--- src/rtl/nco_cfs_pkg.sv ---
// Shared types and constants for the NCO complex frequency shifter.
// No dependencies; every other file of the block but the RAM refers to it by scoped names.
package nco_cfs_pkg;

    localparam int PHASE_STEPS_DEF  = 1000;
    localparam int SAMPLE_WIDTH_DEF = 16;
    localparam int SAMPLE_RATE_HZ   = 100000;

    // sine table entries are always Q1.15
    localparam int TABLE_W    = 16;
    localparam int FREQ_W     = 17;
    localparam int CFG_ADDR_W = 2;

    // widest phase index and step over the legal PHASE_STEPS range (up to 1024)
    localparam int PH_MAX_W   = 10;
    localparam int STEP_MAX_W = PH_MAX_W + 1;

    // register indexes
    localparam logic [CFG_ADDR_W-1:0] REG_SHIFT_ENABLE = 2'd0;
    localparam logic [CFG_ADDR_W-1:0] REG_SHIFT_FREQ   = 2'd1;

    // sine table write bus from the table builder
    typedef struct packed {
        logic                       we;
        logic [PH_MAX_W-1:0]        addr;
        logic signed [TABLE_W-1:0]  data;
    } t_tbl_wr;

    // configuration status seen by the datapath
    typedef struct packed {
        logic                         enable;
        logic                         busy;
        logic signed [STEP_MAX_W-1:0] step;
    } t_step_info;

endpackage

--- src/rtl/nco_cfs_mixer.sv ---
// Complex multiply by the phasor, round half up, saturate, output register; bypass loads the input.
// Depends on nco_cfs_pkg.
module nco_cfs_mixer #(
    parameter int SAMPLE_WIDTH = nco_cfs_pkg::SAMPLE_WIDTH_DEF
) (
    input  logic                                     i_clk,
    input  logic                                     i_load,
    input  logic                                     i_bypass,
    input  logic signed [SAMPLE_WIDTH-1:0]           i_si,
    input  logic signed [SAMPLE_WIDTH-1:0]           i_sq,
    input  logic signed [nco_cfs_pkg::TABLE_W-1:0]   i_sin,
    input  logic signed [nco_cfs_pkg::TABLE_W-1:0]   i_cos,
    output logic signed [SAMPLE_WIDTH-1:0]           o_out_i,
    output logic signed [SAMPLE_WIDTH-1:0]           o_out_q
);

    localparam int SW     = SAMPLE_WIDTH;
    localparam int PROD_W = SW + nco_cfs_pkg::TABLE_W;
    localparam int ACC_W  = PROD_W + 2;
    localparam int SH_W   = ACC_W - 15;
    localparam logic signed [ACC_W-1:0] RND = ACC_W'(16384);
    localparam logic signed [SH_W-1:0]  HI  = {{(SH_W-SW+1){1'b0}}, {(SW-1){1'b1}}};
    localparam logic signed [SH_W-1:0]  LO  = ~HI;

    logic signed [PROD_W-1:0] p_ic, p_qs, p_is, p_qc;
    logic signed [ACC_W-1:0]  acc_i, acc_q, b_i, b_q;
    logic signed [SH_W-1:0]   sh_i, sh_q;

    function automatic logic signed [SW-1:0] sat(input logic signed [SH_W-1:0] v);
        logic signed [SW-1:0] r;
        if (v > HI) begin
            r = HI[SW-1:0];
        end else if (v < LO) begin
            r = LO[SW-1:0];
        end else begin
            r = v[SW-1:0];
        end
        return r;
    endfunction

    assign p_ic = i_si * i_cos;
    assign p_qs = i_sq * i_sin;
    assign p_is = i_si * i_sin;
    assign p_qc = i_sq * i_cos;

    assign acc_i = ACC_W'(p_ic) - ACC_W'(p_qs);
    assign acc_q = ACC_W'(p_is) + ACC_W'(p_qc);
    assign b_i   = acc_i + RND;
    assign b_q   = acc_q + RND;
    assign sh_i  = b_i[ACC_W-1:15];
    assign sh_q  = b_q[ACC_W-1:15];

    always_ff @(posedge i_clk) begin
        if (i_load) begin
            o_out_i <= i_bypass ? i_si : sat(sh_i);
            o_out_q <= i_bypass ? i_sq : sat(sh_q);
        end
    end

endmodule

--- config.mk ---
export PLATFORM = sky130hd
export DESIGN_NAME = nco_cfs_mixer
export DESIGN_NICKNAME = d
export VERILOG_FILES = /design/src/rtl/nco_cfs_pkg.sv /design/src/rtl/nco_cfs_mixer.sv
export SDC_FILE = /design/constraint.sdc
export NUM_CORES = 2
export LEC_CHECK = 0
export BUFFER_PORTS_ARGS = -buffer_cell sky130_fd_sc_hd__buf_2
export CORE_MARGIN = 1
export CORE_UTILIZATION = 45
export CTS_CLUSTER_SIZE = 20
export DETAILED_ROUTE_END_ITERATION = 8
export SLEW_MARGIN = 20
export SYNTH_ARGS = -nofsm -noshare
export SYNTH_HDL_FRONTEND = slang
export SYNTH_SLANG_ARGS = --single-unit
--- constraint.sdc ---
create_clock -name i_clk -period 18 [get_ports i_clk]
set_clock_uncertainty 0.15 [all_clocks]
set_input_delay 0.9 -clock i_clk [delete_from_list [all_inputs] [get_ports i_clk]]
set_output_delay 0.9 -clock i_clk [all_outputs]
set_load 0.05 [all_outputs]
* Word level (Yosys, flattened, before mapping)
Cells that the tools add are included.
** Storage, ports and cells
- Register bits :: 32
- Word-level logic and storage cells :: 20
- Memory bits (writable) :: 0
- Bits in read-only memories :: 0
- Bits in latches :: 0
- Memories kept :: 0
** Cells by class
- Multipliers :: 4
- Multiplexer cells :: 6
- Shifts and indexed selects :: 0
- Eq/ne operators :: 0
- Reductions and logical operators :: 0
- $lt $le $gt $ge :: 4
- Add/subtract/negate cells :: 4
- Div/mod/pow operators :: 0
- Bitwise gates (word level) :: 0
** Operators with widths (count)
- $mul 16x16->32 :: 4
- $mux 16 :: 6
- $add 33x16->34 const B :: 2
- $gt 19x16->1 const B :: 2
- $lt 19x16->1 const B :: 2
- $add 32x32->33 :: 1
- $sub 32x32->33 :: 1

* Longest topological paths before layout
- Depth in word-level cells :: 7
- Mapped depth :: 30
- Mapped depth without buffers :: 27

* Worst setup path before layout
Ideal clock, no wire load.
- Path type :: input to register
- Start point :: input i_sq[15]
- End point :: register o_out_q[3] (data pin)
- Data required time :: 17.579 ns
- Arrival time :: 8.265 ns
- Slack :: 9.313 ns
- Library setup time :: 0.271 ns
- Buffers on the path :: 3
- Stages :: 25
- Cell sequence :: clkbuf_1 > and2_1 > fa_1 > fa_1 > inv_1 > fa_1 > inv_1 > fa_1 > fa_1 > fa_1 > fa_1 > inv_1 > fa_1 > inv_1 > ha_1 > clkbuf_1 > nand3_1 > o2bb2ai_1 > a31o_1 > o31a_1 > or4b_4 > and3_4 > clkbuf_1 > nor4b_1 > a211oi_1
** On the way
- Longest elaborated chain between the ends :: 7
- Elaborated cells between the ends (all ways) :: 8
** RTL lines
- start, declared :: RTL line nco_cfs_mixer.sv:10 : input logic signed [SAMPLE_WIDTH-1:0] i_sq,
- $mul 16x16->32 * :: RTL line nco_cfs_mixer.sv:44 : assign p_qc = i_sq * i_cos;
- $add 32x32->33 * :: RTL line nco_cfs_mixer.sv:47 : assign acc_q = ACC_W'(p_is) + ACC_W'(p_qc);
- $add 33x16->34 * :: RTL line nco_cfs_mixer.sv:49 : assign b_q = acc_q + RND;
- $lt 19x16->1 :: RTL line nco_cfs_mixer.sv:33 : end else if (v < LO) begin
- $mux 16 :: RTL line nco_cfs_mixer.sv:33
- $mux 16 * :: RTL line nco_cfs_mixer.sv:31 : if (v > HI) begin
- $mux 16 * :: RTL line nco_cfs_mixer.sv:56 : o_out_q <= i_bypass ? i_sq : sat(sh_q);
- end signal, assigned :: RTL line nco_cfs_mixer.sv:56
- end, declared :: RTL line nco_cfs_mixer.sv:14 : output logic signed [SAMPLE_WIDTH-1:0] o_out_q
Mark *: on every way between the ends. The rest lies on a longest branch, timed or not.
A chain may end at the register's enable or synchronous reset.

* Final worst setup path
- Start point :: input i_cos[15] in the netlist's numbering
- End point :: register o_out_q[13] (data pin)
** On the way
- Longest elaborated chain between the ends :: 7
- Elaborated cells between the ends (all ways) :: 8
** RTL lines
- start, declared :: RTL line nco_cfs_mixer.sv:12 : input logic signed [nco_cfs_pkg::TABLE_W-1:0] i_cos,
- $mul 16x16->32 * :: RTL line nco_cfs_mixer.sv:44
- $add 32x32->33 * :: RTL line nco_cfs_mixer.sv:47
- $add 33x16->34 * :: RTL line nco_cfs_mixer.sv:49
- $lt 19x16->1 :: RTL line nco_cfs_mixer.sv:33
- $mux 16 :: RTL line nco_cfs_mixer.sv:33
- $mux 16 * :: RTL line nco_cfs_mixer.sv:31
- $mux 16 * :: RTL line nco_cfs_mixer.sv:56
Marked as above.

==> flow_summary_export.csv <==
group,metric,value,unit
floorplanning,die-area,95400,sq um
synthesis,async_flop_share,0,%
synthesis,synth_ff_type,"edfxtp_1",
sta,setup_violations,0,
clocking,clock_path_buffers,2,
min_path,hold-path-cell-count,2,
synthesis,yosysSeqAreaShare,2.268,%
placement,pre_cts_ws,7.921,ns
route,drt-pass1-iter-count,6,
placement,dpl.hpwl,79420,um
synthesis,synth_top_cell_by_area,"fa_1",
synthesis,netlist_top_cells_count,"inv_1 (1326), fa_1 (1192), and2_1 (515)",
layout,areaGrowthSynthToFinish,3.718,%
floorplanning,die_x,308.9,um
grt,gr-usage-all-layers,23.61,%
sta,relSlewSlack,27.63,%
floorplanning,die_h,308.9,um
sta,worst_slew_pin_slew,1.079,ns
critical_path,cp_common_cell,"fa_1",
floorplanning,io_pins,99,
sta,drv_slew,0,
floorplanning,initial_core_util,45.40,%
route,num_vias,28460,
critical_path,cp-start-kind,"primary input",
clocking,cts_num_sinks,32,
sta,fin_setup_tns,0,ns
flow_run,maxCapViolCount,0,
floorplanning,coreArea,93330,sq um
layout,nets,5978,
layout,seq_area,960.9,sq um
clocking,postCtsSetupBuffers,0,
critical_path,cp_max_fo,18,
layout,multiInputGateArea,35640,sq um
critical_path,crit_buf_inv,4,
placement,postPlaceCellArea,43800,sq um
min_path,hold_class,"primary input to flip-flop",
clocking,numCtsBuffers,5,
sta,period_share,56.83,%
synthesis,syn_area,42370,sq um
synthesis,ys_ff_latch,32,
critical_path,worstSetupEndpointType,"flip-flop",
min_path,hold_start,"i_si[0]",
layout,drive_gt1_share,3.148,%
route,drtAntennaViolNets,0,
critical_path,cp_cell_sequence,"buf_2 -> clkinv_1 -> nor2_1 -> fa_1 -> fa_1 -> fa_1 -> fa_1 -> fa_1 -> fa_1 -> fa_1 -> inv_1 -> fa_1 -> inv_1 -> ha_1 -> and3_1 -> nand4_1 -> a211oi_1 -> a2bb2oi_1 -> o2111ai_1 -> and3_1 -> nor2_1 -> o41ai_4 -> a32oi_1",
synthesis,ys_warn_count,0,
synthesis,ys_types,64,
floorplanning,rows,112,
route,post-route-drc-count,0,
synthesis,synth_edf_count,32,
clocking,clockRootBuffer,"clkbuf_16",
synthesis,synth_most_common_cell,"inv_1",
layout,design_area,43950,sq um
grt,grt_pass1_vias,31680,
grt,grt_pass1_wl,173700,um
sta,rsz0062_at_grt,"no",
synthesis,synth_top_area_share,56.31,%
route,vias_per_cell,5.019,
critical_path,path_class,"primary input to flip-flop",
critical_path,required,17.99,ns
route,drt_iter0_markers,1494,
clocking,cts.clk_slew.worst_paths,0.06,ns
grt,antenna_found_initial,3,
critical_path,crit_path_max_incr_delay,1.04,ns
route,totalWireLength,103200,um
sta,holdWs,0.8275,ns
synthesis,syn-num-nets,6062,
clocking,cts-resized-gates,0,
placement,gp_congestion,0.8861,
min_path,whs_endpoint,"o_out_i[0]$_DFFE_PP_",
critical_path,cpLargestDelayFamily,"adder cells",
placement,io_buffers,98,
critical_path,arrival,10.22,ns
synthesis,syn_inst,4498,
sta,timing.fmax,97.76,MHz
sta,hold_violations,0,
synthesis,syn_area_per_cell,9.421,sq um
grt,overflow,0,
critical_path,crit_slowest_cell,"clkinv_1",
layout,fillers,9085,
route,routedWlPerCell,18.19,um
sta,period_needed,10.23,ns
sta,finalWorstSetupSlack,7.771,ns
clocking,h-tree-depth,2,
clocking,ctsHoldBuffers,0,
grt,grt_start_max_net_pins,46,
clocking,cts_tree,"done",
synthesis,yosys-top-cells-area,"fa_1 (56%), inv_1 (12%), ha_1 (9.0%)",
outcome,status,"complete, no violations",
[how the worst max path moves through the flow]
stage / startpoint / end / slack (ns) / cells past startpoint
2_1_floorplan: i_sq[15] / o_out_q[3]$_DFFE_PP_ / 9.31 / 25
3_3_place_gp: i_sin[0] / o_out_i[3]$_DFFE_PP_ / 7.90 / 24
3_5_place_dp: i_sq[15] / o_out_q[12]$_DFFE_PP_ / 7.92 / 25
4_1_cts: i_cos[0] / o_out_q[2]$_DFFE_PP_ / 8.29 / 25
5_1_grt: i_cos[15] / o_out_q[13]$_DFFE_PP_ / 7.13 / 23
6_report: i_cos[15] / o_out_q[13]$_DFFE_PP_ / 7.77 / 23
[through the flow]
stage	utilization, %	instances
final	47.09	5670
after global routing	47.09	5670
after CTS	47.08	5669
after detailed placement	46.94	5661
after global placement	46.93	5661
after floorplan	-	4498
[cell families after synthesis]
logic type	share of synthesized area (%)
XOR/XNOR	1.261
flip-flops	2.268
buffers and inverters	13.65
AO/OA/AOI/OAI	3.381
adder cells (fa/ha/maj)	65.32
AND/OR/NAND/NOR	14.08
multiplexers	0.04725
[cell type report]
type,instances,area share (%)
Inverter,1326,11.32
Timing Repair Buffer,121,1.509
Clock buffer,7,0.3018
Multi-Input combinational cell,2928,81.09
Antenna cell,1,0.005694
Clock inverter,1,0.008541
Tap cell,1254,3.570
Sequential cell,32,2.186
[sequential cells by signal, indices dropped and copies added, names as in the netlist]
signal,flops
o_out_i,16
o_out_q,16
[per-layer routing]
| metal | global-route usage (%) | routed length [um] | vias up |
|---|---|---|---|
| met1 | 32.08 | 43320 | 15100 |
| met4 | 6.516 | 3107 | 4 |
| met5 | 0 | 23 | - |
| met3 | 1.747 | 4916 | 98 |
| li1 | - | - | 12580 |
| met2 | 40.80 | 51800 | 673 |
[cells in the final DEF (no fill, tap or decap), types with 3 or more instances in the layout]
master,instances
a21oi_1,61
and2_1,515
fa_1,1192
a211o_1,3
nor3_1,13
ha_1,305
nand2b_1,24
xor2_1,17
a221o_1,15
and3_1,6
inv_1,1325
a32oi_1,5
a21o_1,12
nor2_1,51
nor2b_1,33
o211ai_1,13
a211oi_1,21
clkbuf_16,5
nand2_1,477
buf_4,23
nand4_1,10
or3_1,3
nor4b_1,6
o21bai_1,7
xnor2_1,44
nor4_1,3
o21a_1,6
o21ai_0,33
buf_2,98
edfxtp_1,32
nand3_1,10
a31oi_1,4
Power is left out: the tool's default activity adds up to more than one toggle a clock period on the data nets, which glitch-free logic cannot reach.
