[src/rtl/nco_cfs_pkg.sv]
// Shared types and constants for the NCO complex frequency shifter.
// No dependencies; every other file of the block but the RAM refers to it by scoped names.
package nco_cfs_pkg;

    localparam int PHASE_STEPS_DEF  = 1000;
    localparam int SAMPLE_WIDTH_DEF = 16;
    localparam int SAMPLE_RATE_HZ   = 100000;

    // sine table entries are always Q1.15
    localparam int TABLE_W    = 16;
    localparam int FREQ_W     = 17;
    localparam int CFG_ADDR_W = 2;

    // widest phase index and step over the legal PHASE_STEPS range (up to 1024)
    localparam int PH_MAX_W   = 10;
    localparam int STEP_MAX_W = PH_MAX_W + 1;

    // register indexes
    localparam logic [CFG_ADDR_W-1:0] REG_SHIFT_ENABLE = 2'd0;
    localparam logic [CFG_ADDR_W-1:0] REG_SHIFT_FREQ   = 2'd1;

    // sine table write bus from the table builder
    typedef struct packed {
        logic                       we;
        logic [PH_MAX_W-1:0]        addr;
        logic signed [TABLE_W-1:0]  data;
    } t_tbl_wr;

    // configuration status seen by the datapath
    typedef struct packed {
        logic                         enable;
        logic                         busy;
        logic signed [STEP_MAX_W-1:0] step;
    } t_step_info;

endpackage

[src/rtl/nco_cfs_sine_gen.sv]
// Sine table builder: after reset, computes every Q1.15 table entry with a
// folded Taylor series on one shared multiplier, divisions as reciprocal multiplies.
// Depends on nco_cfs_pkg.
module nco_cfs_sine_gen #(
    parameter int PHASE_STEPS = nco_cfs_pkg::PHASE_STEPS_DEF
) (
    input  logic                 i_clk,
    input  logic                 i_rst_n,
    output nco_cfs_pkg::t_tbl_wr o_wr,
    output logic                 o_done
);

    localparam int PH_W = $clog2(PHASE_STEPS);

    // t = k * 2^32 / PHASE_STEPS, advanced by quotient plus remainder carry
    localparam logic [31:0] T_STEP = 32'((64'd1 << 32) / PHASE_STEPS);
    localparam logic [PH_W:0] T_REM = (PH_W+1)'((64'd1 << 32) % PHASE_STEPS);
    localparam logic [PH_W+1:0] T_MOD = (PH_W+2)'(PHASE_STEPS);
    localparam logic [31:0] TWO_PI_Q28 = 32'd1686629713;

    // ceil(2^(31+l) / b) for the odd factor b of each divisor, 2^(l-1) < b <= 2^l
    localparam logic [31:0] RCP_3  = 32'd2863311531;
    localparam logic [31:0] RCP_5  = 32'd3435973837;
    localparam logic [31:0] RCP_21 = 32'd3272356036;
    localparam logic [31:0] RCP_9  = 32'd3817748708;

    localparam logic [2:0] S_MUL_X  = 3'd0;
    localparam logic [2:0] S_MUL_X2 = 3'd1;
    localparam logic [2:0] S_MUL_T  = 3'd2;
    localparam logic [2:0] S_DIV    = 3'd3;
    localparam logic [2:0] S_ACC    = 3'd4;
    localparam logic [2:0] S_ROUND  = 3'd5;
    localparam logic [2:0] S_DONE   = 3'd6;

    logic [2:0]      r_state;
    logic [PH_W-1:0] r_k;
    logic [31:0]     r_t;
    logic [PH_W:0]   r_trem;
    logic            r_neg;
    logic [31:0]     r_x;
    logic [31:0]     r_x2;
    logic [31:0]     r_term;
    logic [31:0]     r_sum;
    logic [31:0]     r_div;
    logic [1:0]      r_n;

    logic [31:0] t_half;
    logic [31:0] t_fold;
    logic [31:0] mul_a;
    logic [31:0] mul_b;
    logic [63:0] mul_p;
    logic [31:0] mul_s;
    logic [31:0] div_a;
    logic [31:0] div_m;
    logic [31:0] div_q;
    logic [32:0] rnd_sum;
    logic [17:0] rnd_val;
    logic [15:0] rnd_mag;
    logic [PH_W+1:0] n_trem_sum;

    // quadrant folding
    assign t_half = r_t[31] ? {1'b0, r_t[30:0]} : r_t;
    assign t_fold = (t_half > 32'h4000_0000) ? (32'h8000_0000 - t_half) : t_half;

    always_comb begin
        case (r_state)
            S_MUL_X: begin
                mul_a = t_fold;
                mul_b = TWO_PI_Q28;
            end
            S_MUL_X2: begin
                mul_a = r_x;
                mul_b = r_x;
            end
            S_DIV: begin
                mul_a = div_a;
                mul_b = div_m;
            end
            default: begin
                mul_a = r_term;
                mul_b = r_x2;
            end
        endcase
    end

    assign mul_p = mul_a * mul_b;
    assign mul_s = mul_p[61:30];

    // series divisors (2n)(2n+1) = 2^a * b: drop a bits, then multiply by the
    // reciprocal of b; exact for every 31-bit numerator
    always_comb begin
        case (r_n)
            2'd0: begin
                div_a = {1'b0, r_div[31:1]};
                div_m = RCP_3;
            end
            2'd1: begin
                div_a = {2'b00, r_div[31:2]};
                div_m = RCP_5;
            end
            2'd2: begin
                div_a = {1'b0, r_div[31:1]};
                div_m = RCP_21;
            end
            default: begin
                div_a = {3'b000, r_div[31:3]};
                div_m = RCP_9;
            end
        endcase
    end

    always_comb begin
        case (r_n)
            2'd0:    div_q = {1'b0, mul_p[63:33]};
            2'd1:    div_q = {2'b00, mul_p[63:34]};
            2'd2:    div_q = {4'b0000, mul_p[63:36]};
            default: div_q = {3'b000, mul_p[63:35]};
        endcase
    end

    assign rnd_sum = {1'b0, r_sum} + 33'h0_0000_4000;
    assign rnd_val = rnd_sum[32:15];
    assign rnd_mag = (rnd_val > 18'd32767) ? 16'd32767 : rnd_val[15:0];

    assign n_trem_sum = {1'b0, r_trem} + {1'b0, T_REM};

    always_ff @(posedge i_clk) begin
        if (!i_rst_n) begin
            r_state <= S_MUL_X;
            r_k     <= '0;
            r_t     <= '0;
            r_trem  <= '0;
        end else begin
            case (r_state)
                S_MUL_X: begin
                    r_x     <= mul_s;
                    r_term  <= mul_s;
                    r_sum   <= mul_s;
                    r_neg   <= r_t[31];
                    r_state <= S_MUL_X2;
                end
                S_MUL_X2: begin
                    r_x2    <= mul_s;
                    r_n     <= 2'd0;
                    r_state <= S_MUL_T;
                end
                S_MUL_T: begin
                    r_div   <= mul_s;
                    r_state <= S_DIV;
                end
                S_DIV: begin
                    r_div   <= div_q;
                    r_state <= S_ACC;
                end
                S_ACC: begin
                    r_term <= r_div;
                    // odd terms subtract
                    r_sum  <= r_n[0] ? (r_sum + r_div) : (r_sum - r_div);
                    if (r_n == 2'd3) begin
                        r_state <= S_ROUND;
                    end else begin
                        r_n     <= r_n + 2'd1;
                        r_state <= S_MUL_T;
                    end
                end
                S_ROUND: begin
                    if (n_trem_sum >= T_MOD) begin
                        r_trem <= (PH_W+1)'(n_trem_sum - T_MOD);
                        r_t    <= r_t + T_STEP + 32'd1;
                    end else begin
                        r_trem <= n_trem_sum[PH_W:0];
                        r_t    <= r_t + T_STEP;
                    end
                    r_k <= r_k + 1'b1;
                    if (r_k == PH_W'(PHASE_STEPS - 1)) begin
                        r_state <= S_DONE;
                    end else begin
                        r_state <= S_MUL_X;
                    end
                end
                S_DONE: begin
                    r_state <= S_DONE;
                end
                default: begin
                    r_state <= S_MUL_X;
                end
            endcase
        end
    end

    always_comb begin
        o_wr.we   = (r_state == S_ROUND);
        o_wr.addr = nco_cfs_pkg::PH_MAX_W'(r_k);
        o_wr.data = r_neg ? -$signed(rnd_mag) : $signed(rnd_mag);
    end

    assign o_done = (r_state == S_DONE);

endmodule

[config.mk]
export PLATFORM = sky130hd
export DESIGN_NAME = nco_cfs_sine_gen
export DESIGN_NICKNAME = d
export VERILOG_FILES = /design/src/rtl/nco_cfs_pkg.sv /design/src/rtl/nco_cfs_sine_gen.sv
export SDC_FILE = /design/constraint.sdc
export NUM_CORES = 2
export LEC_CHECK = 0
export ABC_AREA = 1
export BUFFER_PORTS_ARGS = -buffer_cell sky130_fd_sc_hd__buf_2
export CAP_MARGIN = 20
export CORE_MARGIN = 1.5
export CORE_UTILIZATION = 60
export CTS_CLUSTER_SIZE = 24
export DETAILED_ROUTE_END_ITERATION = 16
export PLACE_DENSITY = 0.76
export SKIP_LAST_GASP = 1
export SYNTH_ARGS = -nofsm -noshare
export SYNTH_HDL_FRONTEND = slang
export SYNTH_SLANG_ARGS = --single-unit
export TNS_END_PERCENT = 1
[constraint.sdc]
create_clock -name i_clk -period 24.3 [get_ports i_clk]
set_input_delay 6.075 -clock i_clk [delete_from_list [all_inputs] [get_ports i_clk]]
set_output_delay 6.075 -clock i_clk [all_outputs]
set_load 0.01 [all_outputs]
# Word level (Yosys, flattened, before mapping)
# Index checks and enable logic that the tools add are counted.
# word_totals
ff_bits	219
output_inout_bits	28
# classes
add_sub_neg	11
multipliers	1
magnitude_cmp	3
eq_ne	11
mux	19
n_reduce_logical	11
# ops
operator	count
32-bit one-hot mux with 2 select lines	3
32-bit one-hot mux with 3 select lines	2
31-bit one-hot mux with 3 select lines	2
32-bit two-way mux	3
32-bit by 32-bit multiplier with 64-bit output	1
31-bit one-hot mux with 2 select lines	1
32-bit by 15-bit adder with 33-bit output, second input constant	1
32-bit by 1-bit adder with 32-bit output, second input constant	1
32-bit by 23-bit adder with 32-bit output, second input constant	1
32-bit adder	1
16-bit two-way mux	2
32-bit by 31-bit subtractor with 32-bit output, first input constant	1
32-bit subtractor	1
31-bit > comparator, second input constant	1
3-bit one-hot mux with 7 select lines	1
18-bit by 15-bit > comparator with 1-bit output, second input constant	1
16-bit negator	1
11-bit by 9-bit adder with 12-bit output, second input constant	1
12-bit by 10-bit >= comparator with 1-bit output, second input constant	1
11-bit two-way mux	1
11-bit by 10-bit subtractor with 11-bit output, second input constant	1
10-bit by 1-bit adder with 10-bit output, second input constant	1
10-bit == test, second input constant	1
3-bit == test, second input constant	3
15 further kinds	23

# Depth between registers and ports, before layout
# logic_depth
depth_word	7
ltp_mapped	55

# Least setup slack after synthesis
# Ideal clock, no wire load.
# synth_timing
path_kind	input to register
from	input i_rst_n
to	register r_sum[0] (enable)
setup_time_ps	486
t_arrival_ps	9035
required_ps	23814
path_slack_ps	14779
cell_stages	3
path_buffers	1
path_cell_list	inv_1 -> clkbuf_1 -> nor2_1
# synth_via
elab_chain_len	1
# synth_rtl
element	line_no	source
from (decl)	nco_cfs_sine_gen.sv:8	input logic i_rst_n,
2-bit AND reduction (no source line)	-	
to (signal assigned)	nco_cfs_sine_gen.sv:138	r_sum <= mul_s;
to (signal assigned)	nco_cfs_sine_gen.sv:158	r_sum <= r_n[0] ? (r_sum + r_div) : (r_sum - r_div);
to (decl)	nco_cfs_sine_gen.sv:43	logic [31:0] r_sum;
# Every way passes these cells.
# A chain may end at the register's enable or synchronous reset.

# Final worst setup path
# layout_timing
from	register r_t[12]
to	register r_div[16], data pin
# layout_via
elab_chain_len	6
# layout_rtl
element	line_no	source
from (decl)	nco_cfs_sine_gen.sv:37	logic [31:0] r_t;
from (signal assigned)	nco_cfs_sine_gen.sv:169	r_t <= r_t + T_STEP + 32'd1;
from (signal assigned)	nco_cfs_sine_gen.sv:172	r_t <= r_t + T_STEP;
32-bit by 31-bit subtractor with 32-bit output or 31-bit > comparator (tied branches)	nco_cfs_sine_gen.sv:63	assign t_fold = (t_half > 32'h4000_0000) ? (32'h8000_0000 - t_half) : t_half;
32-bit two-way mux (*)	nco_cfs_sine_gen.sv:63	
32-bit one-hot mux with 3 select lines (*)	nco_cfs_sine_gen.sv:66	case (r_state)
32-bit by 32-bit multiplier with 64-bit output (*)	nco_cfs_sine_gen.sv:86	assign mul_p = mul_a * mul_b;
31-bit one-hot mux with 3 select lines	nco_cfs_sine_gen.sv:113	case (r_n)
32-bit one-hot mux with 2 select lines (*)	nco_cfs_sine_gen.sv:134	case (r_state)
to (signal assigned)	nco_cfs_sine_gen.sv:148	r_div <= mul_s;
to (signal assigned)	nco_cfs_sine_gen.sv:152	r_div <= div_q;
to (decl)	nco_cfs_sine_gen.sv:44	logic [31:0] r_div;
# Mark *: on every way between the ends. The rest lies on a longest branch, timed or not.

==> impl_metrics.csv <==
group,metric,value,unit
clocking,clk_path_buf_depth,3,
place,routabilityCongestion,1.05,
sta,final.setup.tns,0,ns
yosys,postSynthAreaPerCell,7.78,µm²
yosys,synth-seq-cells,216,
clocking,numCtsBuffers,21,
sta,slew_violations,0,
die,die_h,289,µm
cells_and_area,syn2layout_area_growth,4.07,%
sta,fmax,83.9,MHz
cells_and_area,drive_gt1_share,4.64,%
sta,period_share,49.0,%
die,pin_count,30,
status,status,"completed",
yosys,netlist_instances,6299,
worst_setup_path,criticalPathCategory,"register to register",
detailed_routing,drt-initial-drc-count,5204,
clocking,cts_tree,"yes",
detailed_routing,vias,43900,
die,rows,104,
worst_setup_path,path_max_fanout,24,
yosys,syn-num-nets,7502,
sta,setup_violations,0,
worst_setup_path,critPathTopFamily,"adder cells",
die,die_w,289,µm
clocking,root_buffer,"clkbuf_16",
global_route,grt_max_degree,65,
global_route,grt_usage,42.2,%
yosys,synth.yosys.seq_area_share,12.1,%
yosys,ys_warn_count,0,
clocking,htree_levels,1,
detailed_routing,via_per_inst,6.04,
sta,fin_crit,11.92,ns
place,port_buffers,29,
clocking,clkLatencyLatePin,0.54,ns
worst_setup_path,crit_top_cell,"nand2_1",
clocking,ctsResizeCount,0,
worst_setup_path,slowest_stage,"inv_1",
worst_setup_path,arrival,12.21,ns
yosys,synth_edf_count,163,
clocking,cts_setup_buffers,0,
sta,hold_viol,0,
sta,relSlewSlack,19.8,%
die,core_area,80700,µm²
global_route,grt_pass1_wl,262000,µm
clocking,cts_hold_buf,0,
yosys,syn_area,49000,µm²
sta,rsz0062_at_grt,"false",
place,hpwlAfterDp,136000,µm
yosys,ys_types,68,
yosys,dominantRegCellSynth,"edfxtp_1",
global_route,antenna_found_initial,3,
flow_run,drv_cap,0,
worst_setup_path,end_kind,"register",
clocking,clk_pin_slew,0.07,ns
sta,skew,0.0151,ns
die,dieArea,83400,µm²
worst_setup_path,crit_path_start_kind,"register",
yosys,synthArstFlopShare,0,%
clocking,numClockSinks,216,
detailed_routing,detail_route.wl_per_cell,23.9,µm
worst_setup_path,critical_path_required,24.60,ns
min_path,hold_class,"register to register",
global_route,first_global_vias,43900,
detailed_routing,wirelength,173000,µm
cells_and_area,final_net_count,7393,
detailed_routing,first_pass_iters,6,
worst_setup_path,slowest_delay,0.64,ns
die,start_util,60.8,%
detailed_routing,drc,0,
detailed_routing,ant_nets,0,
sta,worst_slew_pin_slew,1.20,ns
global_route,grt_overflow_total,0,
worst_setup_path,cp_num_buf_inv,9,
==> path summary, 6_finish.rpt <==
path                                start        end  slack (ns)  cells after the start
worst max-delay path              r_t[12]  r_div[16]       12.38                     45
worst min-delay path            r_trem[5]  r_trem[5]        0.49                      2
worst max register to register    r_t[12]  r_div[16]       12.38                     45
worst min register to register  r_trem[5]  r_trem[5]        0.49                      2
==> per-stage QoR <==
step                      cells  utilization [%]  worst slack (ns)  cell area (µm²)  hold slack [ns]
final                      7266             63.2             12.38            51000            0.485
after global routing       7265             63.2             11.69            51000            0.520
after CTS                  7265             63.2             12.68            51000            0.485
after detailed placement   7227             62.5             12.72            50400            0.476
after global placement     7225             62.4             12.86            50400            0.473
after floorplan            6299                -             14.78            49000            0.450
==> area by class of cell <==
class / instances / area, µm²
antenna: 1 / 2.50
clock buffer: 27 / 549
clock inverter: 11 / 85.1
fill: 7283 / 29700
inverter: 1381 / 5190
multi-input combinational: 4452 / 37100
sequential: 216 / 5960
tap: 1060 / 1330
timing repair buffer: 118 / 833
==> cell usage in the layout (no fill, tap or decap), drive strengths merged, types with 16 or more instances in the layout <==
cell	n
a31oi	20
nand3	216
xor2	110
clkinv	37
o21a	28
nor2	950
inv	1354
nor3	56
nor4	16
buf	118
xnor2	25
nand4	44
nand2	1065
dfxtp	53
o21ai	290
edfxtp	163
a21oi	264
fa	896
o22ai	60
clkbuf	27
ha	305
==> routing by layer <==
metal / part of all wire [%] / wire length, µm / track usage (%)
met2: 43 / 74800 / 63.3
met3: 13 / 22900 / 12.6
met4: 6.1 / 10600 / 19.7
met5: 0.073 / 126 / 1.02
met1: 38 / 65100 / 56.5
==> cell usage after synthesis (4+ instances only) <==
library cell / instances / area, µm²
nor2_2: 12 / 75.1
o21ai_2: 6 / 52.6
a211oi_1: 4 / 30.0
a21boi_0: 10 / 75.1
xor2_1: 102 / 893
a21oi_1: 263 / 1320
nand4_1: 41 / 257
or2_2: 11 / 68.8
o21ai_1: 37 / 185
inv_1: 1329 / 4990
o21a_1: 28 / 210
nand2_2: 13 / 81.3
and3_1: 7 / 43.8
nand3_2: 4 / 40.0
nor2_4: 7 / 78.8
xor2_2: 5 / 81.3
edfxtp_1: 163 / 4890
inv_2: 23 / 86.3
nand3_1: 212 / 1060
nand2_1: 1050 / 3940
o21ai_0: 247 / 1240
o221ai_1: 10 / 87.6
nor2_1: 931 / 3490
ha_1: 305 / 3820
buf_6: 6 / 67.6
fa_1: 896 / 17900
xnor2_1: 25 / 219
a21o_1: 6 / 45.0
nor3_1: 51 / 255
nor3_2: 4 / 40.0
nand3b_1: 10 / 75.1
clkbuf_1: 198 / 743
a31oi_1: 20 / 125
buf_2: 20 / 100
o22ai_1: 60 / 375
buf_1: 23 / 86.3
dfxtp_1: 53 / 1060
o31ai_1: 7 / 52.6
nor4_1: 15 / 93.8
o211ai_1: 11 / 82.6
and2_1: 8 / 50.1
clkinv_1: 28 / 105
==> worst min-delay path, delay by kind of cell (launching register included) <==
kind,cells,cell delay (ns)
AOI/OAI and AO/OA,1,0.05
buffers and inverters,1,0.07
DFF,1,0.31
==> state kept, by name, indices dropped and copies added, names as in the netlist <==
signal / cells
r_x2: 32
r_k: 10
r_state: 3
r_neg: 1
r_div: 32
r_n: 2
r_term: 32
r_x: 32
r_trem: 8
r_sum: 32
r_t: 32
==> logic make-up (layout without fill, tap and decap cells) <==
family / after synthesis / in the layout / synth area share [%]
flip-flops: 216 / 216 / 12.1
XOR/XNOR: 135 / 135 / 2.60
adder cells (fa/ha/maj): 1201 / 1201 / 44.4
other: 0 / 1 / 0
AND/OR/NAND/NOR: 2389 / 2389 / 20.0
buffers and inverters: 1631 / 1537 / 12.7
AO/OA/AOI/OAI: 727 / 727 / 8.24
Power is not shown: default switching activity piles up to over one toggle a cycle in this logic, so the estimate is an artifact.
