File: src/rtl/nco_cfs_pkg.sv
// Shared types and constants for the NCO complex frequency shifter.
// No dependencies; every other file of the block but the RAM refers to it by scoped names.
package nco_cfs_pkg;

    localparam int PHASE_STEPS_DEF  = 1000;
    localparam int SAMPLE_WIDTH_DEF = 16;
    localparam int SAMPLE_RATE_HZ   = 100000;

    // sine table entries are always Q1.15
    localparam int TABLE_W    = 16;
    localparam int FREQ_W     = 17;
    localparam int CFG_ADDR_W = 2;

    // widest phase index and step over the legal PHASE_STEPS range (up to 1024)
    localparam int PH_MAX_W   = 10;
    localparam int STEP_MAX_W = PH_MAX_W + 1;

    // register indexes
    localparam logic [CFG_ADDR_W-1:0] REG_SHIFT_ENABLE = 2'd0;
    localparam logic [CFG_ADDR_W-1:0] REG_SHIFT_FREQ   = 2'd1;

    // sine table write bus from the table builder
    typedef struct packed {
        logic                       we;
        logic [PH_MAX_W-1:0]        addr;
        logic signed [TABLE_W-1:0]  data;
    } t_tbl_wr;

    // configuration status seen by the datapath
    typedef struct packed {
        logic                         enable;
        logic                         busy;
        logic signed [STEP_MAX_W-1:0] step;
    } t_step_info;

endpackage

File: src/rtl/nco_cfs_step.sv
// Configuration registers and phase step: step = trunc(freq * PHASE_STEPS / rate),
// found by an exact reciprocal multiply of the registered product, then registered.
// Depends on nco_cfs_pkg.
module nco_cfs_step #(
    parameter int PHASE_STEPS = nco_cfs_pkg::PHASE_STEPS_DEF
) (
    input  logic                                i_clk,
    input  logic                                i_rst_n,
    input  logic                                i_cfg_valid,
    input  logic [nco_cfs_pkg::CFG_ADDR_W-1:0]  i_cfg_addr,
    input  logic [nco_cfs_pkg::FREQ_W-1:0]      i_cfg_data,
    output nco_cfs_pkg::t_step_info             o_info
);

    localparam int PH_W    = $clog2(PHASE_STEPS);
    localparam int FW      = nco_cfs_pkg::FREQ_W;
    localparam int PROD_W  = FW + $clog2(PHASE_STEPS + 1);
    localparam int DIV_SH  = PROD_W + $clog2(nco_cfs_pkg::SAMPLE_RATE_HZ);
    localparam int RECIP_W = DIV_SH - 16;
    // ceil(2^DIV_SH / rate); exact floor for every product below 2^PROD_W
    localparam logic [RECIP_W-1:0] RECIP = RECIP_W'(((64'd1 << DIV_SH)
        + 64'(nco_cfs_pkg::SAMPLE_RATE_HZ) - 64'd1) / 64'(nco_cfs_pkg::SAMPLE_RATE_HZ));

    logic                       r_enable;
    logic                       r_neg;
    logic [PROD_W-1:0]          r_prod;
    logic signed [PH_W:0]       r_step;
    logic                       r_busy;

    logic [FW-1:0]              mag;
    logic [PROD_W+RECIP_W-1:0]  q_full;
    logic [PH_W:0]              q;

    assign mag    = i_cfg_data[FW-1] ? (~i_cfg_data + 1'b1) : i_cfg_data;
    assign q_full = (PROD_W+RECIP_W)'(r_prod) * (PROD_W+RECIP_W)'(RECIP);
    assign q      = {1'b0, q_full[DIV_SH +: PH_W]};

    always_ff @(posedge i_clk) begin
        if (!i_rst_n) begin
            r_enable <= 1'b0;
            r_neg    <= 1'b0;
            r_prod   <= '0;
            r_step   <= '0;
            r_busy   <= 1'b0;
        end else begin
            r_busy <= 1'b0;
            if (i_cfg_valid) begin
                case (i_cfg_addr)
                    nco_cfs_pkg::REG_SHIFT_ENABLE: begin
                        r_enable <= i_cfg_data[0];
                    end
                    nco_cfs_pkg::REG_SHIFT_FREQ: begin
                        r_neg  <= i_cfg_data[FW-1];
                        r_prod <= PROD_W'(mag) * PROD_W'(PHASE_STEPS);
                        r_busy <= 1'b1;
                    end
                    default: begin
                    end
                endcase
            end
            r_step <= r_neg ? -$signed(q) : $signed(q);
        end
    end

    always_comb begin
        o_info.enable = r_enable;
        o_info.busy   = r_busy;
        o_info.step   = nco_cfs_pkg::STEP_MAX_W'(r_step);
    end

endmodule

File: config.mk
export PLATFORM = sky130hd
export DESIGN_NAME = nco_cfs_step
export DESIGN_NICKNAME = d
export VERILOG_FILES = /design/src/rtl/nco_cfs_pkg.sv /design/src/rtl/nco_cfs_step.sv
export SDC_FILE = /design/constraint.sdc
export NUM_CORES = 1
export LEC_CHECK = 0
export ABC_CLOCK_PERIOD_IN_PS = 7500
export BUFFER_PORTS_ARGS = -buffer_cell sky130_fd_sc_hd__buf_2
export CAP_MARGIN = 20
export CORE_MARGIN = 4
export CORE_UTILIZATION = 50
export DETAILED_ROUTE_END_ITERATION = 8
export HOLD_SLACK_MARGIN = 0.03
export PLACE_DENSITY = 0.66
export SLEW_MARGIN = 20
export SYNTH_ARGS = -nofsm -noshare
export SYNTH_HDL_FRONTEND = slang
export SYNTH_SLANG_ARGS = --single-unit
File: constraint.sdc
create_clock -name i_clk -period 7.5 [get_ports i_clk]
set_input_delay 0.375 -clock i_clk [delete_from_list [all_inputs] [get_ports i_clk]]
set_output_delay 0.375 -clock i_clk [all_outputs]
set_load 0.05 [all_outputs]
# Yosys cells after proc, flatten, opt, wreduce, memory -nomap -nowiden

Index checks and enable logic that the tools add are counted.

Output and inout port bits: 13
Register bits: 38

Equal/unequal tests: 1
Multiplexer cells: 3
Reduce and logical (&&, ||, !) cells: 5
Bitwise operators: 1
Multipliers: 2
Add/sub/neg operators: 2

Operator list:

| kind                   | number |
|---|---|
| $mul 24x28->51 const B | 1 |
| $mul 17x7->24 const B  | 1 |
| $add 17x1->17 const B  | 1 |
| $mux 17                | 1 |
| $not 17->17            | 1 |
| $neg 10->11            | 1 |
| $mux 10                | 1 |
| $reduce_and 2->1       | 4 |
| $eq 2x1->1 const B     | 1 |
| $logic_not 2->1        | 1 |
| $mux 1                 | 1 |

# Depth between registers and ports, before layout

Gate-level depths: netlist of the first run.

Word-level depth: 4
Depth in mapped cells: 27
Mapped depth without buffers: 26

# Worst setup path after synthesis of the first run

Ideal clock, no wire load.

Kind: reg2reg
Start: reg r_prod[6]
End: reg r_step[8]
Required time: 7.428 ns
Period minus slack after synthesis: 6.805 ns
Arrival: 6.733 ns
Path buffers: 0
Cell stages (with the launch flop): 27
Slack: 0.695 ns
Path through: dfxtp_1 > fa_1 > inv_1 > fa_1 > inv_1 > fa_1 > inv_1 > fa_1 > inv_1 > fa_1 > fa_1 > inv_1 > fa_1 > inv_1 > ha_1 > o21a_1 > a21oi_1 > o211ai_1 > a21o_1 > o21a_1 > or3_1 > nand2_1 > ha_1 > nand2b_1 > or3_1 > o21ai_1 > mux2i_1

Longest elaborated chain between the ends: 3

Ends and longest elaborated chain:

| element                | RTL line           | RTL |
|---|---|---|
| from (decl)            | nco_cfs_step.sv:26 | `logic [PROD_W-1:0] r_prod;` |
| from (signal assigned) | nco_cfs_step.sv:54 | `r_prod <= PROD_W'(mag) * PROD_W'(PHASE_STEPS);` |
| $mul 24x28->51 *       | nco_cfs_step.sv:35 | `assign q_full = (PROD_W+RECIP_W)'(r_prod) * (PROD_W+RECIP_W)'(RECIP);` |
| $neg 10->11            | nco_cfs_step.sv:61 | `r_step <= r_neg ? -$signed(q) : $signed(q);` |
| $mux 10 *              | nco_cfs_step.sv:61 |  |
| to (signal assigned)   | nco_cfs_step.sv:61 |  |
| to (decl)              | nco_cfs_step.sv:27 | `logic signed [PH_W:0] r_step;` |

Every way passes the cells marked *; elsewhere a longest branch is shown, timed or not.
A chain may end at the register's enable or synchronous reset.

# Worst setup path in the final report of the first run

Start: reg r_prod[17]
End: reg r_step[8]

Same word-level chain as after synthesis.

==> impl_metrics.env, run 1 <==
export IMPL_status="completed"
export IMPL_ys_types=67
export IMPL_critPathCaptureType="register"
export IMPL_clk_latency_ns=0.29
export IMPL_cts_buffers_inserted=5
export IMPL_die_y_um=181.1
export IMPL_firstDrtPassIters=5
export IMPL_async_flop_share=0
export IMPL_dp_cells=1989
export IMPL_synth_seq_area_share=0.05075
export IMPL_maxCapViolCount=0
export IMPL_worstMarginPinSlew_ns=0.7863
export IMPL_synthTopCellsByArea="fa_1, ha_1, inv_1"
export IMPL_min_delay_start="i_cfg_addr[1]"
export IMPL_yosysWarnings=0
export IMPL_numPortBuffers=34
export IMPL_initial_core_util=0.5057
export IMPL_rr_endpoint="r_step[8]"
export IMPL_cts_clk_slew_worst_paths_ns=0.06
export IMPL_layout_common_cells="inv_1, ha_1, fa_1"
export IMPL_netlist_instances=1561
export IMPL_setup_tns_ns=0
export IMPL_setup_viol_count_final=0
export IMPL_syn_nets=2178
export IMPL_period_share=0.9580
export IMPL_ioPinCount=35
export IMPL_avgRoutedWirePerCell_um=18.20
export IMPL_finClkSkew_ns=0.004415
export IMPL_critPathKind="reg -> reg"
export IMPL_synth_largest_area_cell="fa_1"
export IMPL_cts_hold_buf=0
export IMPL_die_area_sq_mm=0.03281
export IMPL_synth_avg_cell_area_sq_um=9.602
export IMPL_required_ns=7.72
export IMPL_whs_endpoint="r_enable"
export IMPL_grt_pass1_wl_mm=61.25
export IMPL_areaGrowthSynthToFinish_pct=6.477
export IMPL_ys_ff_latch=38
export IMPL_place_gp_congestion=0.9325
export IMPL_cts_tree="yes"
export IMPL_grt_overflow_total=0
export IMPL_core_sq_mm=0.02964
export IMPL_min_delay_path_depth=4
export IMPL_root_buffer="clkbuf_16"
export IMPL_cp_max_fo=7
export IMPL_track_usage=0.2346
export IMPL_cp_start_kind="register"
export IMPL_h_tree_depth=2
export IMPL_grt_pass1_vias=11470
export IMPL_synth_area_sq_mm=0.01499
export IMPL_hold_path_class="in -> reg"
export IMPL_instances_no_fill=2000
export IMPL_num_vias=10610
export IMPL_postRouteAntennaNets=0
export IMPL_antenna_found_initial=1
export IMPL_final_common_cell="inv_1"
export IMPL_row_count=63
export IMPL_cts_sinks=38
export IMPL_finalCriticalPeriod_ns=7.185
export IMPL_drive_above_1_share=0.05345
export IMPL_die_w_um=181.1
export IMPL_drv_slew=0
export IMPL_r2r_start="r_prod[17]"
export IMPL_fin_nets=2226
export IMPL_wirelength_mm=36.41
export IMPL_reg2reg_depth=24
export IMPL_grt_max_degree=27
export IMPL_ys_flop_type="dfxtp_1"
export IMPL_synth_edf_count=0
export IMPL_crit_arrival_ns=7.41
export IMPL_regToRegSetupSlack_ns=0.31
export IMPL_cts_buffer_depth=2
export IMPL_dpl_hpwl_mm=33.47
export IMPL_viasPerCell=5.307
export IMPL_drc=0
export IMPL_synth_top_area_share=0.3900
export IMPL_max_freq_mhz=139.2
export IMPL_rsz0062_at_grt="false"
export IMPL_drt_iter0_drc=470
export IMPL_hold_viol_final=0
export IMPL_maxSlewHeadroom=0.4721
export IMPL_fillers=2744
## cells in the mapped netlist (12+ instances only)
cell type and n:
inv_1 442, ha_1 303, fa_1 292, nand2_1 79, a21oi_1 68, nor2_1 41
dfxtp_1 38, o21ai_0 31, xnor2_1 31, nand3_1 23, nor3_1 20, xor2_1 17
a21o_1 14, clkbuf_1 12
## worst max-delay path, cell delays in order (launching register included)
cell and delay, ns:
dfxtp_1 0.45, ha_1 0.53, inv_1 0.09, fa_1 0.42, fa_1 0.54, fa_1 0.56, inv_1 0.07, fa_1 0.50
fa_1 0.54, inv_1 0.05, fa_1 0.52, inv_1 0.04, ha_1 0.32, a211o_1 0.32, a21oi_2 0.14, o211ai_1 0.13
a21o_1 0.22, o21a_1 0.20, or3_1 0.32, nand2_1 0.10, ha_1 0.18, nand2b_1 0.10, or3_1 0.41, o21ai_1 0.18
mux2i_1 0.19
## per-stage QoR
step,utilization,area (sq um),setup slack (ns),hold slack (ns)
global route,0.5384,15960,0.01899,0.4782
global placement,0.5308,15730,0.3654,0.5001
finish,0.5385,15960,0.3150,0.4449
floorplan,-,14990,0.6955,0.4617
CTS,0.5365,15900,0.2122,0.4413
detailed placement,0.5308,15730,0.2213,0.5031
## cell type report
type | count | area, sq um | share of cell area
inverter | 442 | 1659 | 0.1040
timing repair buffer | 56 | 335.3 | 0.02101
clock buffer | 6 | 138.9 | 0.008702
clock inverter | 1 | 30.03 | 0.001881
multi-input combinational | 1066 | 12540 | 0.7859
antenna | 1 | 2.502 | 0.0001568
sequential | 38 | 763.2 | 0.04782
tap | 390 | 488.0 | 0.03057
## routing by layer
metal | share of wire | global-route usage
met2 | 0.48 | 0.3962
met1 | 0.44 | 0.3269
met3 | 0.053 | 0.02819
met4 | 0.026 | 0.05134
met5 | 0 | 0
## cells by family (layout without fill, tap and decap cells)
logic type,after synthesis,after routing,synth area share
adders and majority gates,595,595,0.6429
buffers and inverters,457,505,0.1150
and+or+nand+nor,221,221,0.07137
AOI/OAI and AO/OA,193,193,0.08531
xor gates and xnor gates,49,49,0.02913
DFF,38,38,0.05075
muxes,8,8,0.005509
other,0,1,0
## state kept, by name (all words and copies together), names as in the netlist
| name | count |
|---|---|
| r_busy | 1 |
| r_enable | 1 |
| r_neg | 1 |
| r_prod | 24 |
| r_step | 11 |
## how the worst max path moves through the flow
| stage | from | end | slack [ns] |
|---|---|---|---|
| 2_1_floorplan | r_prod[6] | r_step[8] | 0.70 |
| 3_3_place_gp | r_prod[7] | r_step[8] | 0.37 |
| 3_5_place_dp | r_prod[7] | r_step[8] | 0.22 |
| 4_1_cts | r_prod[7] | r_step[8] | 0.21 |
| 5_1_grt | r_prod[20] | r_step[8] | 0.02 |
| 6_report | r_prod[17] | r_step[8] | 0.31 |
## what timing repair did
action / CTS / global route
endpoints found under the setup margin: 0 / 6
setup buffers: 0 / 3
gates resized for setup: 0 / 6
Power of run 1 is left out: the tool's default activity adds up to more than one toggle a clock period on the data nets, which glitch-free logic cannot reach.
==> inputs of run 2 (changes only) <==
--- a/config.mk
+++ b/config.mk
@@ -13,6 +13,7 @@
 export DETAILED_ROUTE_END_ITERATION = 8
 export HOLD_SLACK_MARGIN = 0.03
 export PLACE_DENSITY = 0.66
+export REMOVE_ABC_BUFFERS = 1
 export SLEW_MARGIN = 20
 export SYNTH_ARGS = -nofsm -noshare
 export SYNTH_HDL_FRONTEND = slang
==> impl_metrics.env, run 2 (synthesized netlist as in run 1, its figures left out) <==
export IMPL_drc=0
export IMPL_critPathKind="reg -> reg"
export IMPL_cts_tree="yes"
export IMPL_h_tree_depth=2
export IMPL_cp_start_kind="register"
export IMPL_root_buffer="clkbuf_16"
export IMPL_row_count=63
export IMPL_critPathCaptureType="register"
export IMPL_drive_above_1_share=0.05531
export IMPL_drt_met1_wl_mm=16.73
export IMPL_die_y_um=181.1
export IMPL_crit_arrival_ns=7.39
export IMPL_cpLargestDelayFamily="adder cells"
export IMPL_setup_tns_ns=0
export IMPL_place_gp_congestion=0.9681
export IMPL_finalWorstSetupSlack_ns=0.3252
export IMPL_min_delay_path_depth=3
export IMPL_maxCapViolCount=0
export IMPL_status="completed"
export IMPL_initial_core_util=0.5057
export IMPL_max_freq_mhz=139.4
export IMPL_numPortBuffers=34
export IMPL_grt_overflow_total=0
export IMPL_wirelength_mm=36.91
export IMPL_clk_latency_ns=0.29
export IMPL_die_area_sq_mm=0.03281
export IMPL_rsz0062_at_grt="false"
export IMPL_final_common_cell="inv_1"
export IMPL_met2_length_mm=17.78
export IMPL_cts_buffers_inserted=5
export IMPL_crit_cells=26
export IMPL_crit_top_cell="fa_1"
export IMPL_period_share=0.9566
export IMPL_maxSlewHeadroom=0.4565
export IMPL_viasPerCell=5.285
export IMPL_drv_slew=0
export IMPL_critPathBufInv=6
export IMPL_dpl_hpwl_mm=33.79
export IMPL_worstMarginPinSlew_ns=0.8094
export IMPL_hold_path_class="in -> reg"
export IMPL_grt_pass1_wl_mm=60.84
export IMPL_ioPinCount=35
export IMPL_antenna_found_initial=1
export IMPL_grt_max_degree=27
export IMPL_reg2reg_depth=26
export IMPL_areaGrowthSynthToFinish_pct=6.553
export IMPL_largest_reg_flops=24
export IMPL_required_ns=7.72
export IMPL_avgRoutedWirePerCell_um=18.45
export IMPL_highest_layer="met5"
export IMPL_setup_viol_count_final=0
export IMPL_layout_common_cells="inv_1, ha_1, fa_1"
export IMPL_cp_max_fo=8
export IMPL_cts_clk_slew_worst_paths_ns=0.07
export IMPL_regMostFlops="r_prod"
export IMPL_postRouteAntennaNets=0
export IMPL_top_regs="r_prod (24), r_step (11)"
export IMPL_slowest_stage="fa_1"
export IMPL_cts_buffer_depth=2
export IMPL_cts_hold_buf=0
export IMPL_core_sq_mm=0.02964
export IMPL_wl_met3_mm=1.516
export IMPL_firstDrtPassIters=5
export IMPL_cts_sinks=38
export IMPL_max_stage_delay_ns=0.55
export IMPL_fillers=2747
export IMPL_drt_iter0_drc=600
export IMPL_num_vias=10570
export IMPL_grt_pass1_vias=11430
export IMPL_finalCriticalPeriod_ns=7.175
export IMPL_die_w_um=181.1
export IMPL_track_usage=0.2340
export IMPL_finClkSkew_ns=0.008747
export IMPL_fin_nets=2225
export IMPL_pre_cts_slack_ns=0.2174
export IMPL_hold_viol_final=0
==> run 2: changes by cell type in the layout (fill, tap and decap cells not counted), sizes merged <==
| cell | delta |
|---|---|
| bufinv | +1 |
| clkinv | +1 |
| clkbuf | -1 |
| buf | -1 |
==> run 2: timing repair <==
action                     CTS  global route
setup endpoints to repair    0             5
buffers inserted             0             2
gates resized for setup      0             8
==> run 2: cell type report <==
class | count | area, sq um | share of cell area
antenna | 1 | 2.502 | 0.0001567
clock buffer | 5 | 125.1 | 0.007834
clock inverter | 3 | 68.82 | 0.004309
inverter | 442 | 1659 | 0.1039
multi-input combinational | 1066 | 12540 | 0.7849
sequential | 38 | 764.5 | 0.04787
tap | 390 | 488.0 | 0.03055
timing repair buffer | 55 | 327.8 | 0.02052
==> run 2: path summary, 6_finish.rpt <==
path | startpoint | to | slack, ns
hold / removal | i_cfg_data[0] | r_prod[3] | 0.43
setup / recovery | r_prod[7] | r_step[8] | 0.33
hold reg to reg | r_enable | r_enable | 0.50
setup reg to reg | r_prod[7] | r_step[8] | 0.33
==> run 2: worst register-to-register path: stages (launching register included) <==
cell and delay, ns:
dfxtp_2 0.37, fa_1 0.51, inv_1 0.09, fa_1 0.51, inv_1 0.06, fa_1 0.53, inv_1 0.05, fa_1 0.49
inv_1 0.05, fa_1 0.51, fa_1 0.55, inv_1 0.06, fa_1 0.53, inv_1 0.04, ha_1 0.33, o21a_1 0.22
a21oi_1 0.15, o211ai_1 0.13, a21o_1 0.23, o21a_1 0.20, or3_4 0.34, nand2_2 0.09, ha_1 0.18, nand2b_1 0.10
or3_4 0.41, o21ai_2 0.16, mux2i_1 0.20
==> run 2: metrics by stage <==
| step | util | hold WS (ns) | instance area, sq um | cells |
|---|---|---|---|---|
| finish | 0.5389 | 0.4271 | 15970 | 2000 |
| global route | 0.5388 | 0.4471 | 15970 | 1999 |
| CTS | 0.5373 | 0.4232 | 15930 | 1997 |
| detailed placement | 0.5308 | 0.4832 | 15730 | 1989 |
| global placement | 0.5308 | 0.4738 | 15730 | 1989 |
| floorplan | - | 0.4967 | 14920 | 1546 |
==> run 2: routing by layer <==
layer | up-vias | track usage
met3 | 49 | 0.02033
met2 | 203 | 0.3986
met4 | 2 | 0.05494
met1 | 5302 | 0.3265
met5 | - | 0
li1 | 5014 | -
Power of run 2 is left out for the same reason.
